`config.mk`:
```
export PLATFORM = sky130hd
export DESIGN_NAME = modbus_tcp_pdu_field_parser_core_flat
export DESIGN_NICKNAME = d
export VERILOG_FILES = /design/src/design/mbtp_pkg.sv /design/src/design/mbtp_if.sv /design/src/design/mbtp_cell.sv /design/src/design/modbus_tcp_pdu_field_parser_core.sv /design/src/flat_wrapper.sv
export SDC_FILE = /design/constraint.sdc
export NUM_CORES = 2
export LEC_CHECK = 0
export BUFFER_PORTS_ARGS = -buffer_cell sky130_fd_sc_hd__buf_2
export CORE_MARGIN = 2
export CORE_UTILIZATION = 62
export DETAILED_ROUTE_END_ITERATION = 10
export GPL_TIMING_DRIVEN = 0
export PLACE_DENSITY = 0.79
export SKIP_LAST_GASP = 1
export SLEW_MARGIN = 10
export SYNTH_ARGS = -nofsm -noshare
export SYNTH_HDL_FRONTEND = slang
export SYNTH_SLANG_ARGS = --single-unit
```
`constraint.sdc`:
```
create_clock -name clk_i -period 12.4 [get_ports clk_i]
set_input_delay 1.24 -clock clk_i [delete_from_list [all_inputs] [get_ports clk_i]]
set_output_delay 1.24 -clock clk_i [all_outputs]
set_load 0.03 [all_outputs]
```
`src/design/mbtp_pkg.sv`:
```
// shared types and constants for the modbus tcp field parser
package mbtp_pkg;
  localparam int unsigned HdrBytes = 7;
  localparam logic [8:0] PosMax = 9'd511;

  typedef enum logic [2:0] {
    KIND_FUNC  = 3'd0,
    KIND_EXC   = 3'd1,
    KIND_COUNT = 3'd2,
    KIND_REG   = 3'd3,
    KIND_ADDR  = 3'd4,
    KIND_QTY   = 3'd5,
    KIND_VALUE = 3'd6
  } kind_e;

  typedef struct packed {
    logic [7:0] data_byte;
    logic       first_byte;
    logic       last_byte;
    logic [15:0] flow_tag;
  } in_t;

  typedef struct packed {
    logic [2:0]  record_kind;
    logic [15:0] field_value;
    logic [16:0] register_address;
    logic [15:0] transaction_id;
    logic        is_response;
  } out_t;

  // control given to every cell of the row
  typedef struct packed {
    logic        lookup;    // search and erase on hit
    logic        insert;    // place into first free cell
    logic [15:0] flow;
    logic [15:0] tid;
    logic [15:0] start;
  } cell_req_t;

  typedef struct packed {
    logic        hit;       // lookup already matched upstream
    logic        placed;    // insert already made upstream
    logic [15:0] start;
  } cell_res_t;
endpackage

```
`src/design/mbtp_if.sv`:
```
// valid/ready channel interface
interface mbtp_if #(parameter type T = logic) ();
  logic valid;
  logic ready;
  T     data;
  modport source (output valid, output data, input ready);
  modport sink   (input valid, input data, output ready);
endinterface

```
`src/design/mbtp_cell.sv`:
```
// one entry of the pending request table
module mbtp_cell import mbtp_pkg::*; (
  input  logic      clk_i,
  input  logic      rst_ni,
  input  cell_req_t req_i,
  input  cell_res_t res_i,
  output cell_res_t res_o
);
  logic        valid_q;
  logic [15:0] flow_q, tid_q, start_q;
  logic hit, place;

  assign hit   = req_i.lookup && !res_i.hit && valid_q &&
                 flow_q == req_i.flow && tid_q == req_i.tid;
  assign place = req_i.insert && !res_i.placed && !valid_q;

  always_comb begin
    res_o = res_i;
    if (hit) begin
      res_o.hit   = 1'b1;
      res_o.start = start_q;
    end
    if (place) res_o.placed = 1'b1;
  end

  always_ff @(posedge clk_i or negedge rst_ni) begin
    if (!rst_ni) begin
      valid_q <= 1'b0;
    end else if (hit) begin
      valid_q <= 1'b0;
    end else if (place) begin
      valid_q <= 1'b1;
    end
  end

  always_ff @(posedge clk_i) begin
    if (place) begin
      flow_q  <= req_i.flow;
      tid_q   <= req_i.tid;
      start_q <= req_i.start;
    end
  end
endmodule

```
`src/design/modbus_tcp_pdu_field_parser_core.sv`:
```
// top level of the modbus tcp pdu field parser
// usage:
//   in_i carries one payload byte per request with first/last marks and the
//   flow tag; out_o carries one field record whenever a field completes.
//   a byte is taken every cycle while the output register is free or being
//   drained, so throughput is one byte per cycle.
//   a record is registered: it appears on out_o in the cycle after the byte that completes it.
//   the pending table is a row of TABLE_ENTRIES cells; the function code
//   byte runs a lookup through the row, lowest index wins, a hit erases the
//   entry; the last byte of a request places an entry in the first free
//   cell, dropped when all are full. both complete within the byte's cycle.
//   reset clears the parse state and all valid bits of the table.
//   when the receiver stalls with a record held, bytes keep flowing if they
//   make no record; a byte that would make a record waits until the held
//   one is taken.
module modbus_tcp_pdu_field_parser_core import mbtp_pkg::*; #(
  parameter int unsigned TABLE_ENTRIES = 16
) (
  input  logic clk_i,
  input  logic rst_ni,
  mbtp_if.sink   in_i,
  mbtp_if.source out_o
);
  in_t  b;
  assign b = in_i.data;

  logic [8:0]  pos_q, pos_d;
  logic [15:0] tid_q, tid_d;
  logic [7:0]  func_q, func_d;
  logic        resp_q, resp_d;
  logic [15:0] mstart_q, mstart_d;
  logic [7:0]  count_q, count_d;
  logic [7:0]  high_q, high_d;
  logic [15:0] cstart_q, cstart_d;
  logic        ovalid_q;
  out_t        odata_q;

  logic [8:0]  pos, d;
  logic [15:0] word;
  logic        emit;
  out_t        rec;
  logic        is_rw, is_rd, accept;
  logic [7:0]  k, i;
  logic        do_ins;

  cell_req_t req;
  cell_res_t chain [TABLE_ENTRIES+1];

  assign pos   = b.first_byte ? 9'd0 : pos_q;
  assign d     = pos - 9'(HdrBytes + 1);
  assign word  = {high_q, b.data_byte};
  assign k     = 8'(d - 9'd1);
  assign i     = {1'b0, k[7:1]};
  assign is_rd = func_q >= 8'd1 && func_q <= 8'd4;
  assign is_rw = (func_q >= 8'd1 && func_q <= 8'd6) || func_q == 8'd15 ||
                 func_q == 8'd16;

  // row of table cells
  assign req.lookup = accept && pos == 9'(HdrBytes);
  assign req.insert = do_ins;
  assign req.flow   = b.flow_tag;
  assign req.tid    = tid_q;
  assign req.start  = (is_rw && pos >= 9'(HdrBytes + 3)) ? cstart_q : 16'd0;
  assign chain[0]   = '0;

  for (genvar g = 0; g < TABLE_ENTRIES; g++) begin : g_cell
    mbtp_cell u_cell (
      .clk_i, .rst_ni, .req_i(req), .res_i(chain[g]), .res_o(chain[g+1])
    );
  end

  always_comb begin
    emit = 1'b0;
    rec  = '0;
    tid_d = tid_q; func_d = func_q; resp_d = resp_q; mstart_d = mstart_q;
    count_d = count_q; high_d = high_q; cstart_d = cstart_q;
    rec.transaction_id = tid_q;
    rec.is_response = resp_q;
    if (pos < 9'd2) begin
      tid_d = {tid_q[7:0], b.data_byte};
    end else if (pos == 9'(HdrBytes)) begin
      func_d  = b.data_byte;
      count_d = 8'd0;
      resp_d  = chain[TABLE_ENTRIES].hit;
      mstart_d = chain[TABLE_ENTRIES].hit ? chain[TABLE_ENTRIES].start : 16'd0;
      emit = 1'b1;
      rec.record_kind = KIND_FUNC;
      rec.field_value = {9'd0, b.data_byte[6:0]};
      rec.is_response = chain[TABLE_ENTRIES].hit;
    end else if (pos > 9'(HdrBytes)) begin
      if (d == 9'd1) cstart_d = word;
      if (func_q > 8'h80) begin
        if (d == 9'd0) begin
          emit = 1'b1;
          rec.record_kind = KIND_EXC;
          rec.field_value = {8'd0, b.data_byte};
        end
      end else if (is_rd && resp_q) begin
        if (d == 9'd0) begin
          count_d = b.data_byte;
          emit = 1'b1;
          rec.record_kind = KIND_COUNT;
          rec.field_value = {8'd0, b.data_byte};
        end else if (d <= 9'd256 && i < {1'b0, count_q[7:1]}) begin
          if (!k[0]) begin
            high_d = b.data_byte;
          end else begin
            emit = 1'b1;
            rec.record_kind = KIND_REG;
            rec.field_value = word;
            rec.register_address = {1'b0, mstart_q} + {9'd0, i};
          end
        end
      end else if (is_rw) begin
        unique case (d)
          9'd0, 9'd2: high_d = b.data_byte;
          9'd1: begin
            emit = 1'b1;
            rec.record_kind = KIND_ADDR;
            rec.field_value = word;
          end
          9'd3: begin
            emit = 1'b1;
            rec.record_kind = (func_q == 8'd5 || func_q == 8'd6) ? KIND_VALUE : KIND_QTY;
            rec.field_value = word;
          end
          9'd4: begin
            if ((func_q == 8'd15 || func_q == 8'd16) && !resp_q) begin
              emit = 1'b1;
              rec.record_kind = KIND_COUNT;
              rec.field_value = {8'd0, b.data_byte};
            end
          end
          default: ;
        endcase
      end
    end
    if (b.last_byte) pos_d = 9'd0;
    else if (pos < PosMax) pos_d = pos + 9'd1;
    else pos_d = pos;
  end

  // insert uses the response flag as updated by this byte
  assign do_ins = accept && b.last_byte && pos >= 9'(HdrBytes) && !resp_d;

  assign in_i.ready = !ovalid_q || out_o.ready || !emit;
  assign accept = in_i.valid && in_i.ready;

  always_ff @(posedge clk_i or negedge rst_ni) begin
    if (!rst_ni) begin
      pos_q <= '0; tid_q <= '0; func_q <= '0; resp_q <= 1'b0; mstart_q <= '0;
      count_q <= '0; high_q <= '0; cstart_q <= '0; ovalid_q <= 1'b0;
    end else begin
      if (accept) begin
        pos_q <= pos_d; tid_q <= tid_d; func_q <= func_d; resp_q <= resp_d;
        mstart_q <= mstart_d; count_q <= count_d; high_q <= high_d;
        cstart_q <= cstart_d;
      end
      if (accept && emit) ovalid_q <= 1'b1;
      else if (out_o.ready) ovalid_q <= 1'b0;
    end
  end

  always_ff @(posedge clk_i) begin
    if (accept && emit) odata_q <= rec;
  end

  assign out_o.valid = ovalid_q;
  assign out_o.data  = odata_q;
endmodule

```
`src/flat_wrapper.sv`:
```
// flat-port wrapper written by rule: the top's interface ports become plain ports
module modbus_tcp_pdu_field_parser_core_flat import mbtp_pkg::*;
#(
  parameter int unsigned TABLE_ENTRIES = 16
)
  (clk_i, rst_ni, in_i_valid, in_i_data, in_i_ready, out_o_valid, out_o_data, out_o_ready);
  mbtp_if #(.T(in_t)) in_i_i ();
  mbtp_if #(.T(out_t)) out_o_i ();
  input  logic clk_i;
  input  logic rst_ni;
  input wire logic [$bits(in_i_i.valid)-1:0] in_i_valid;
  input wire logic [$bits(in_i_i.data)-1:0] in_i_data;
  output wire logic [$bits(in_i_i.ready)-1:0] in_i_ready;
  output wire logic [$bits(out_o_i.valid)-1:0] out_o_valid;
  output wire logic [$bits(out_o_i.data)-1:0] out_o_data;
  input wire logic [$bits(out_o_i.ready)-1:0] out_o_ready;
  assign in_i_i.valid = in_i_valid;
  assign in_i_i.data = in_i_data;
  assign in_i_ready = in_i_i.ready;
  assign out_o_valid = out_o_i.valid;
  assign out_o_data = out_o_i.data;
  assign out_o_i.ready = out_o_ready;
  modbus_tcp_pdu_field_parser_core #(.TABLE_ENTRIES(TABLE_ENTRIES)) u_core (.clk_i(clk_i), .rst_ni(rst_ni), .in_i(in_i_i), .out_o(out_o_i));
endmodule
```
==> run metrics <==
min-delay worst type=in2async; die extent in y=258 um; final hold slack=0.416 ns; RSZ-0062 raised after global routing=no; Syn Std Cell Area=39,900 um^2; worst path arrival time=5.70 ns; vias in the first global route=24.9k; Critical Path RT=11.16 ns; Antenna Violating Nets Remaining=0; num ports=85; CP endpoint kind=primary output; dominant cell by count in the synthesized netlist=edfxtp_1; row count=93; Most used DFF post-synth=edfxtp_1; CTS root buf=clkbuf_16; clk sinks=919; # H-tree levels=3; post-route minimum period=6.94 ns; worst vdd ir=0.000159 V; Post-CTS Resized=0; ant diodes=0; Area after DPL=42,000 um^2; slowest cell delay on critical path=0.56 ns; r2r worst-path depth=16; Mapped Cells=2,772; worst slew pin tran=1.40 ns; count of cell types in the netlist=97; mean area per synthesized cell=14.4 um^2; Core ar.=64,000 um^2; Area Growth Syn to Fin=12.8%; multi-input combinational cell area=11,900 um^2; fin crit share=56.0%; Clock Path Buffers=3; critical setup path kind=in2out; # nets final=3,047; buffers added on ports=83; Starting DRT DRC Count=3,566; CTS tree=done; worst skew pair latency=0.65 ns; Max Cap Viol=0; R2R setup slack=5.78 ns; gp weighted congestion=0.908; GRT Total Usage=33.6%; largest net degree at the start of global routing=89; grt total ovfl=0; top post-synthesis cells by count=821 x edfxtp_1, 307 x xnor2_1, 205 x xor2_1, 164 x nor2_1, 153 x nand2_1; FF+latch count, synth=919; Hold-fix buffers, CTS=0; Util after Layout=70.3%; RR Startpoint=u_core.tid_q[4]; Synth Net Count=2,825; Max Slew Vio Count=0; share of the synthesized area in the top cell type=61.8%; antenna violations before repair=3; worst relative slew slack=6.42%; crit-path leading delay family=compound AO/OA/AOI/OAI gates; share of cells above drive strength 1=15.1%; Clock transition at path regs=0.06 ns; drt via density=6.43; Buffers & Inverters on Critical Path=5; Critical Path Fanout Max=10; Chip Width=258 um; sequential-to-total area share from yosys stat=67.9%; # fillers=4,111; Yosys warning total=0; Post-Layout Inst Area=45,000 um^2; Async S/R FF share, synth=10.7%; Post-CTS Setup Bufs=0; clock skew=0.0281 ns; LEAKAGE=14.7 nW; CP max stage cell=or4_1; Post-synth EDFFs=821; capturing point of the worst reg2reg path=u_core.g_cell[9].u_cell.flow_q[2]; starting density of the core=62.3%; Worst path depth=20; final hold violations=0; drt total wl=111,000 um; synth top area cells=edfxtp_1 62%, xnor2_1 6.7%, dfrtp_1 6.1%; final setup violation count=0; die area=66,400 um^2; leading area contributor after synthesis=edfxtp_1; crit path cell chain=buf_2, buf_2, buf_1, nor2b_1, inv_1, ha_1, or2_2, o21ai_0, o21ai_0, nand2_1, o21ai_0, o32a_1, ha_1, nor2b_1, o31a_1, or4_1, o211ai_2, a21o_4, nand2_1, buf_2; CP Launch Type=primary input; register area=27,100 um^2; power density cells=148 nW/um^2; first-pass GRT wire length=161,000 um; Fmax=144 MHz; Num CTS Buffers=92; vias=25.2k; WL/cell=28.3 um; Initial DRT Pass Iterations=6; detailed placement HPWL=72,700 um; status=finished clean; post-route DRC violation count=0
stage by stage:
step,setup TNS [ns],cells,setup WS [ns],power (W)
floorplan,0,2772,2.64,0.00376
CTS,0,3924,5.47,0.00667
global placement,-49.17,3710,-1.03,0.00397
finish,0,3924,5.46,0.00668
detailed placement,0,3755,5.11,0.00398
global route,0,3924,5.09,0.00682
placed cells by master (no fill, tap or decap), drive strengths merged, types with 10 or more instances in the layout:
cell type  synthesis  layout
a211oi            15      15
a21oi             62      62
a22o              17      17
a22oi             19      19
a31oi             23      23
a41oi             10      10
and2              52      52
and3              28      28
and4              17      17
buf               87     215
clkbuf            41     163
clkinv             0      35
dfrtp             98      98
edfxtp           821     821
ha                22      22
inv               55      59
mux2              38      38
nand2            154     154
nand2b            22      22
nand3             72      72
nand3b            11      11
nand4            100     100
nor2             166     166
nor2b             13      13
nor3              47      47
nor4              73      73
o21ai             37      37
o22ai             14      14
xnor2            307     307
xor2             205     205
cells by family after synthesis:
logic type | Yosys count | share of synthesized area, %
flip-flops | 919 | 67.9
adder cells (fa/ha/maj) | 23 | 0.740
AO/OA/AOI/OAI | 287 | 5.23
multiplexers | 44 | 1.35
buffers and inverters | 183 | 2.47
XOR/XNOR | 512 | 11.2
AND/OR/NAND/NOR | 804 | 11.0
cell type report:
class / count / area share [%]
Multi-Input combinational cell: 1670 / 26.5
Tap cell: 855 / 2.38
Clock buffer: 122 / 5.66
Clock inverter: 47 / 0.923
Sequential cell: 919 / 60.2
Timing Repair Buffer: 128 / 2.14
Buffer: 128 / 1.73
Inverter: 55 / 0.459
sequential cells by signal, indices dropped and copies added, names as in the netlist, 7 cells and up:
register / count
u_core.g_cell.u_cell.flow_q: 256
u_core.g_cell.u_cell.start_q: 256
u_core.g_cell.u_cell.tid_q: 256
u_core.out_o.data: 53
u_core.cstart_q: 16
u_core.g_cell.u_cell.valid_q: 16
u_core.mstart_q: 16
u_core.tid_q: 16
u_core.pos_q: 9
u_core.func_q: 8
u_core.high_q: 8
u_core.count_q: 7
worst max path at each step:
stage,from,endpoint,slack (ns)
after global routing,in_i_data[17],in_i_ready,5.09
after global placement,in_i_data[17],u_core.g_cell[12].u_cell.flow_q[10],-1.03
after detailed placement,in_i_data[17],u_core.g_cell[9].u_cell.tid_q[9],5.11
after floorplan,in_i_data[17],u_core.g_cell[12].u_cell.flow_q[0],2.64
final,in_i_data[17],in_i_ready,5.46
after CTS,in_i_data[17],in_i_ready,5.47
worst reg2reg max path, delay by kind of cell, from the launching register on:
kind            cells  cell delay, ns
compound gates      2            0.73
xor+xnor            1            0.20
buf+inv             6            1.86
flops               1            1.24
simple gates        7            2.27
metal layers:
metal / up-vias / GRT usage [%] / part of all wire, %
met3: 309 / 8.18 / 13
li1: 10730 / - / -
met2: 1723 / 53.4 / 47
met5: - / 0 / 0
met4: 0 / 12.7 / 4.2
met1: 12483 / 45.4 / 37
report_power, final:
part	switching [W]	internal, W	total, W
combinational	0.000293	0.000153	0.000446
clock	0.00117	0.00157	0.00274
sequential	0.0000979	0.00340	0.00350
No activity file was read; power rests on OpenSTA's default activity.
